## src/hw/rtl/i2cms_pkg.sv

```systemverilog
// Shared types, constants and phase helpers for the I2C master bit sequencer.
`default_nettype none

package i2cms_pkg;

	typedef enum logic [2:0] {
		CMD_IDLE        = 3'd0,
		CMD_START       = 3'd1,
		CMD_STOP        = 3'd2,
		CMD_WRITE       = 3'd3,
		CMD_READ        = 3'd4,
		CMD_READ_ACK    = 3'd5,
		CMD_WRITE_ACK   = 3'd6,
		CMD_START_WRITE = 3'd7
	} cmd_t;

	typedef struct packed {
		logic scl;
		logic sda;
	} pins_t;

	localparam logic [7:0] PHASE_TICKS_RST = 8'd11;
	localparam logic [1:0] ADDR_PHASE_TICKS = 2'd0;
	localparam logic [4:0] START_PHASES = 5'd3;

	function automatic logic [4:0] phase_total(input cmd_t cmd);
		logic [4:0] n;
		case (cmd)
			CMD_START, CMD_STOP:          n = 5'd3;
			CMD_WRITE, CMD_READ:          n = 5'd24;
			CMD_READ_ACK, CMD_WRITE_ACK:  n = 5'd2;
			CMD_START_WRITE:              n = 5'd27;
			default:                      n = 5'd0;
		endcase
		return n;
	endfunction

	// x / 3 for x < 32 via multiply by 11/32
	function automatic logic [3:0] div3(input logic [4:0] x);
		logic [8:0] prod;
		prod = {4'd0, x} * 9'd11;
		return prod[8:5];
	endfunction

	function automatic logic [1:0] mod3(input logic [4:0] x);
		logic [3:0] d;
		logic [4:0] r;
		d = div3(x);
		r = x - {d, 1'b0} - {1'b0, d};
		return r[1:0];
	endfunction

endpackage

`default_nettype wire

```

## src/hw/rtl/i2c_master_bit_sequencer_core.sv

```systemverilog
// Top level of the tick-driven I2C master bit sequencer.
// The result of an accepted tick is registered; in_ready stays high while it is taken.
// Throughput: one tick transaction per cycle unless a result waits with out_ready low.
// A command of n phases spans n * phase_ticks accepted ticks (phase_ticks 0 acts as 1).
// Reset (arst_n low, asynchronous): idle, both lines released, phase_ticks = 11,
// rx_byte = 0, ack_seen = 1, no result pending.
`default_nettype none

module i2c_master_bit_sequencer_core import i2cms_pkg::*; (
	input  logic        clk,
	input  logic        arst_n,
	input  logic        psel,
	input  logic        penable,
	input  logic        pwrite,
	input  logic [1:0]  paddr,
	input  logic [31:0] pwdata,
	output logic [31:0] prdata,
	output logic        pready,
	input  logic        in_valid,
	output logic        in_ready,
	input  logic [2:0]  mode,
	input  logic [7:0]  tx_byte,
	input  logic        ack_to_send,
	input  logic        sda_level,
	output logic        out_valid,
	input  logic        out_ready,
	output logic        scl_level,
	output logic        sda_drive,
	output logic        busy_res,
	output logic        done_res,
	output logic [7:0]  rx_byte,
	output logic        ack_seen
);

	logic [7:0] phase_ticks_q;
	cmd_t       cmd_q;
	logic [4:0] ph_q;
	logic [7:0] tk_q;
	logic [7:0] sh_q;
	logic [7:0] rx_q;
	logic       ack_q;
	pins_t      pins_q;
	logic       done_q;
	logic       out_valid_q;

	cmd_t       cmd_d;
	logic [4:0] ph_d;
	logic [7:0] tk_d;
	logic [7:0] sh_d;
	logic [7:0] rx_d;
	logic       ack_d;
	pins_t      pins_d;
	logic       done_d;

	cmd_t       mode_cmd;
	logic       start;
	cmd_t       cmd0;
	logic [4:0] ph0;
	logic [4:0] ph_inc;
	logic [7:0] tk0;
	logic [7:0] tk1;
	logic [7:0] sh0;
	logic [7:0] sh1;
	logic [7:0] limit;
	pins_t      pins0;
	pins_t      pins_a;
	pins_t      pins_b;
	logic       accept;
	logic       cfg_wr;

	assign pready = 1'b1;
	assign prdata = {24'd0, phase_ticks_q};
	assign cfg_wr = psel && penable && pwrite && (paddr == ADDR_PHASE_TICKS);

	assign in_ready = !out_valid_q || out_ready;
	assign accept   = in_valid && in_ready;

	assign mode_cmd = cmd_t'(mode);
	assign start    = (cmd_q == CMD_IDLE) && (mode_cmd != CMD_IDLE);
	assign limit    = (phase_ticks_q == 8'd0) ? 8'd1 : phase_ticks_q;

	always_comb begin
		sh0 = sh_q;
		if (start) begin
			case (mode_cmd)
				CMD_WRITE, CMD_START_WRITE: sh0 = tx_byte;
				CMD_READ:                   sh0 = 8'd0;
				CMD_WRITE_ACK:              sh0 = {7'd0, ack_to_send};
				default:                    sh0 = sh_q;
			endcase
		end
	end

	i2cms_pins u_first (
		.cmd      (mode_cmd),
		.phase    (5'd0),
		.shift    (sh0),
		.pins_in  (pins_q),
		.pins_out (pins_a)
	);

	assign cmd0   = start ? mode_cmd : cmd_q;
	assign ph0    = start ? 5'd0 : ph_q;
	assign tk0    = start ? 8'd0 : tk_q;
	assign pins0  = start ? pins_a : pins_q;
	assign tk1    = tk0 + 8'd1;
	assign ph_inc = ph0 + 5'd1;

	always_comb begin
		sh1 = sh0;
		if (cmd0 == CMD_READ && mod3(ph0) == 2'd1) begin
			sh1 = {sh0[6:0], sda_level};
		end
	end

	i2cms_pins u_next (
		.cmd      (cmd0),
		.phase    (ph_inc),
		.shift    (sh1),
		.pins_in  (pins0),
		.pins_out (pins_b)
	);

	always_comb begin
		cmd_d  = cmd0;
		ph_d   = ph0;
		tk_d   = tk0;
		sh_d   = sh0;
		rx_d   = rx_q;
		ack_d  = ack_q;
		pins_d = pins0;
		done_d = 1'b0;
		if (cmd0 != CMD_IDLE) begin
			tk_d = tk1;
			if (tk1 >= limit) begin
				tk_d = 8'd0;
				sh_d = sh1;
				if (cmd0 == CMD_READ_ACK && ph0 == 5'd1) begin
					ack_d = sda_level;
				end
				if (ph_inc >= phase_total(cmd0)) begin
					if (cmd0 == CMD_READ) begin
						rx_d = sh1;
					end
					cmd_d  = CMD_IDLE;
					ph_d   = 5'd0;
					done_d = 1'b1;
				end else begin
					ph_d   = ph_inc;
					pins_d = pins_b;
				end
			end
		end
	end

	always_ff @(posedge clk or negedge arst_n) begin
		if (!arst_n) begin
			phase_ticks_q <= PHASE_TICKS_RST;
		end else if (cfg_wr) begin
			phase_ticks_q <= pwdata[7:0];
		end
	end

	always_ff @(posedge clk or negedge arst_n) begin
		if (!arst_n) begin
			cmd_q       <= CMD_IDLE;
			ph_q        <= 5'd0;
			tk_q        <= 8'd0;
			sh_q        <= 8'd0;
			rx_q        <= 8'd0;
			ack_q       <= 1'b1;
			pins_q      <= '{scl: 1'b1, sda: 1'b1};
			done_q      <= 1'b0;
			out_valid_q <= 1'b0;
		end else begin
			if (accept) begin
				cmd_q  <= cmd_d;
				ph_q   <= ph_d;
				tk_q   <= tk_d;
				sh_q   <= sh_d;
				rx_q   <= rx_d;
				ack_q  <= ack_d;
				pins_q <= pins_d;
				done_q <= done_d;
			end
			if (accept) begin
				out_valid_q <= 1'b1;
			end else if (out_ready) begin
				out_valid_q <= 1'b0;
			end
		end
	end

	assign out_valid = out_valid_q;
	assign scl_level = pins_q.scl;
	assign sda_drive = pins_q.sda;
	assign busy_res  = (cmd_q != CMD_IDLE);
	assign done_res  = done_q;
	assign rx_byte   = rx_q;
	assign ack_seen  = ack_q;

endmodule

`default_nettype wire

```

## src/hw/rtl/i2cms_pins.sv

```systemverilog
// Pin levels set on entry to a command phase.
`default_nettype none

module i2cms_pins import i2cms_pkg::*; (
	input  cmd_t        cmd,
	input  logic [4:0]  phase,
	input  logic [7:0]  shift,
	input  pins_t       pins_in,
	output pins_t       pins_out
);

	cmd_t       eff_cmd;
	logic [4:0] eff_p;
	logic [1:0] q;
	logic [2:0] b;
	logic [3:0] d;

	always_comb begin
		eff_cmd = cmd;
		eff_p   = phase;
		if (cmd == CMD_START_WRITE) begin
			if (phase < START_PHASES) begin
				eff_cmd = CMD_START;
			end else begin
				eff_cmd = CMD_WRITE;
				eff_p   = phase - START_PHASES;
			end
		end
		q = mod3(eff_p);
		d = div3(eff_p);
		b = d[2:0];

		pins_out = pins_in;
		case (eff_cmd)
			CMD_START: begin
				if (eff_p == 5'd0) begin
					pins_out.scl = 1'b0;
					pins_out.sda = 1'b1;
				end else if (eff_p == 5'd1) begin
					pins_out.scl = 1'b1;
				end else begin
					pins_out.sda = 1'b0;
				end
			end
			CMD_STOP: begin
				if (eff_p == 5'd0) begin
					pins_out.scl = 1'b0;
					pins_out.sda = 1'b0;
				end else if (eff_p == 5'd1) begin
					pins_out.scl = 1'b1;
				end else begin
					pins_out.sda = 1'b1;
				end
			end
			CMD_WRITE: begin
				if (q == 2'd0) begin
					pins_out.scl = 1'b0;
				end else if (q == 2'd1) begin
					pins_out.sda = shift[3'd7 - b];
				end else begin
					pins_out.scl = 1'b1;
				end
			end
			CMD_READ: begin
				if (q == 2'd0) begin
					pins_out.scl = 1'b0;
					pins_out.sda = 1'b1;
				end else if (q == 2'd1) begin
					pins_out.scl = 1'b1;
				end
			end
			CMD_READ_ACK: begin
				if (eff_p == 5'd0) begin
					pins_out.scl = 1'b0;
					pins_out.sda = 1'b1;
				end else begin
					pins_out.scl = 1'b1;
				end
			end
			CMD_WRITE_ACK: begin
				if (eff_p == 5'd0) begin
					pins_out.scl = 1'b0;
					pins_out.sda = shift[0];
				end else begin
					pins_out.scl = 1'b1;
				end
			end
			default: begin
				pins_out = pins_in;
			end
		endcase
	end

endmodule

`default_nettype wire

```

## config.mk

```make
export PLATFORM = sky130hd
export DESIGN_NAME = i2c_master_bit_sequencer_core
export DESIGN_NICKNAME = d
export VERILOG_FILES = /design/src/hw/rtl/i2cms_pkg.sv /design/src/hw/rtl/i2c_master_bit_sequencer_core.sv /design/src/hw/rtl/i2cms_pins.sv
export SDC_FILE = /design/constraint.sdc
export NUM_CORES = 1
export LEC_CHECK = 0
export ABC_AREA = 1
export BUFFER_PORTS_ARGS = -buffer_cell sky130_fd_sc_hd__buf_2
export CAP_MARGIN = 20
export CORE_ASPECT_RATIO = 1.1
export CORE_MARGIN = 4
export CORE_UTILIZATION = 45
export CTS_BUF_LIST = sky130_fd_sc_hd__clkbuf_8
export DETAILED_ROUTE_END_ITERATION = 7
export GPL_ROUTABILITY_DRIVEN = 0
export HOLD_SLACK_MARGIN = 0.08
export PLACE_DENSITY = 0.67
export RECOVER_POWER = 25
export SLEW_MARGIN = 20
export SYNTH_ARGS = -nofsm -noshare
export SYNTH_HDL_FRONTEND = slang
export SYNTH_SLANG_ARGS = --single-unit
export TNS_END_PERCENT = 100
```

## constraint.sdc

```tcl
create_clock -name clk -period 5.1 [get_ports clk]
set_clock_uncertainty 0.1 [all_clocks]
set_input_delay 1.02 -clock clk [delete_from_list [all_inputs] [get_ports clk]]
set_output_delay 1.02 -clock clk [all_outputs]
set_load 0.05 [all_outputs]
```

==> reports/metrics.csv <==
stage,metric,value,unit
timing,Final Max Tran Viols,46,
synthesis,Synth async-reset ratio,100.0,%
setup_path,data required time of the worst path,5250,ps
global_route,pin count of the biggest net entering global routing,46,
cells_and_area,# diodes,0,
global_route,global-route wire length before repair,17080,um
clock_tree,Root Buffer,clkbuf_8,
timing,relative slew slack,-65.95,%
floorplan,Die H,109.1,um
job,maxcap violations,1,
timing,worst-margin pin slew,2489,ps
global_route,total gr overflow,0,
drt,vias per std cell,5.193,
cells_and_area,Synth-to-Final Area Change,11.86,%
global_route,antenna violations before repair,0,
synthesis,Cell variety after synth,48,
floorplan,Initial Util,46.62,%
floorplan,die width,99.88,um
synthesis,post-synth top area cell,dfrtp_1,
setup_path,"Max FO, Critical Path",6,
setup_path,slowest CP cell,fa_1,
clock_tree,H-Tree Depth,2,
timing,RSZ-0062 raised after global routing,false,
run_status,status,"complete, but fails checks",
setup_path,Worst Setup End Kind,flop,
clock_tree,TritonCTS buffer count,5,
drt,DR iter-0 viols,229,
timing,# setup viols final,0,
cells_and_area,most frequent cells in the layout,"nand2_1 (116), inv_1 (71), nor2_1 (51), buf_2 (51)",
synthesis,Post-synth EDFFs,0,
cells_and_area,post-layout util,52.15,%
timing,final worst path period need,4668,ps
synthesis,Cells after Synth,580,
timing,Hold Fails Final Rpt,0,
cells_and_area,Register Area,1134,um2
setup_path,critical path's most frequent cell,nand2_1,
drt,DRC,0,
drt,remaining antenna violation count after routing,0,
drt,Via Count,3957,
floorplan,CORE AREA,8964,um2
floorplan,DIE AREA,10890,um2
setup_path,worst endpoint data arrival time,4820,ps
synthesis,ys flop type,dfrtp_1,
synthesis,synthesized flop and latch total,45,
floorplan,IO Pins,102,
global_route,gr usage total,18.90,%
global_route,vias in the first global route,3759,
timing,fin crit share,91.53,%
synthesis,Post-Syn Area,4179,um2
clock_tree,TritonCTS clock tree,done,
timing,setup total negative slack,0,ps
setup_path,WP buf/inv,5,
drt,Pre-antenna DRT Iters,4,
synthesis,Synth Area per Inst,7.205,um2
clock_tree,clock sinks,45,
drt,WL per Instance,13.35,um
cells_and_area,fillers,875,
setup_path,"slowest stage delay, CP",450,ps
run_status,failing checks,"capacitance limit, slew limit",
clock_tree,clock latency on the worst-skew pair,310,ps
cells_and_area,Multi-input gate area,2576,um2
clock_tree,"CTS clk-pin slew, worst paths",90,ps
cells_and_area,share of layout cells above drive strength 1,22.99,%
synthesis,Yosys top cell area share,23.35,%
cells_and_area,nets,736,
placement,HPWL Detailed,7930,um
timing,highest clock rate,214.2,MHz
synthesis,Synth area leaders,"dfrtp_1 (23%), nand2_1 (10%), ha_1 (9.9%)",
timing,worst hold slack,394.2,ps
drt,final wirelength,10170,um
cells_and_area,"commonest non-fill, non-tap cell in the layout",nand2_1,
synthesis,Ys Warns,0,
placement,PortBufs,52,
worst_hold_path,HP Class,reg -> reg,
setup_path,Critical Path Source Type,input pin,
synthesis,post-synthesis sequential area ratio,27.13,%
floorplan,FP Rows,36,
setup_path,Setup Crit Path Kind,in -> reg,
setup_path,Worst path top cell family by delay,simple AND/OR/NAND/NOR gates,
clock_tree,CTS Buffer Depth,2,
-- repair_timing --
item	CTS	global route
resized for setup	0	1
endpoints found under the setup margin	0	1
setup buffers	0	0
hold buffers	0	0
-- synthesized netlist by cell type, types with 2 or more instances --
| cell | number |
|---|---|
| mux2_2 | 8 |
| inv_1 | 71 |
| nor4_1 | 3 |
| nand3_1 | 32 |
| nor2_1 | 51 |
| inv_2 | 12 |
| nand4_2 | 3 |
| ha_1 | 33 |
| xnor2_1 | 3 |
| xor2_1 | 4 |
| a21oi_1 | 40 |
| a22oi_1 | 11 |
| o21ai_1 | 9 |
| conb_1 | 2 |
| nand3b_1 | 4 |
| fa_1 | 2 |
| o211ai_1 | 3 |
| nor3_1 | 2 |
| nand4_1 | 7 |
| a31oi_1 | 8 |
| nand2_2 | 17 |
| o22ai_1 | 3 |
| nand2_1 | 116 |
| nand3_2 | 5 |
| dfrtp_1 | 39 |
| dfstp_2 | 6 |
| o21ai_0 | 22 |
| nor2_4 | 5 |
| buf_6 | 2 |
| nand2_4 | 5 |
| clkbuf_1 | 9 |
| nor2_2 | 3 |
| buf_4 | 25 |
-- registers in the layout, summed over array words and instances (netlist names), 3 cells and up --
name,cells
cmd_q,3
ph_q,5
sh_q,8
tk_q,8
rx_byte,8
phase_ticks_q,8
-- cell families after synthesis --
logic type,after synthesis,synth area share (%)
compound gates,107,14.91
fa+ha+maj,35,10.84
xor+xnor,7,1.467
other cells,2,0.1797
simple gates,256,29.94
flops,45,27.13
mux,8,2.156
buf+inv,120,13.38
-- stage by stage --
step                      area [um2]  std cells  setup WS (ps)
after floorplan                 4265        603          279.5
after global placement          4582        754          232.0
after detailed placement        4582        754          103.6
after CTS                       4672        762          412.4
after global routing            4674        762          28.06
final                           4674        762          432.0
-- per-layer routing --
| metal | vias to the layer above | global-route usage (%) | part of all wire (%) |
|---|---|---|---|
| li1 | 2006 | - | - |
| met3 | 16 | 3.519 | 6.5 |
| met1 | 1804 | 24.67 | 44 |
| met4 | 0 | 4.390 | 1.4 |
| met2 | 131 | 32.36 | 48 |
| met5 | - | 0 | 0 |
-- path summary, 6_finish.rpt --
kind	start	end	slack (ps)	depth (start not counted)
worst max-delay path	mode[2]	sda_drive	430	32
worst min-delay path	sda_drive	sda_drive	390	2
worst max register to register	cmd_q[2]	sda_drive	800	32
worst min register to register	sda_drive	sda_drive	390	2
max in group asynchronous	arst_n	phase_ticks_q[6]	2120	1
min in group asynchronous	arst_n	rx_byte[2]	1370	1
-- tightest hold or removal path: cells and delay by family (launching register included) --
family | cells | cell delay (ps)
flip-flops | 1 | 390
AND/OR/NAND/NOR | 2 | 110
-- area by class of cell --
| type | instances | share of cell area (%) |
|---|---|---|
| flip-flops and latches | 45 | 24.25 |
| inverters | 84 | 6.745 |
| clock buffers | 5 | 1.472 |
| well taps | 114 | 3.051 |
| repair buffers | 73 | 8.913 |
| multi-input cells | 438 | 55.11 |
| clock inverters | 3 | 0.4550 |
Power is not shown: default switching activity piles up to over one toggle a cycle in this logic, so the estimate is an artifact.
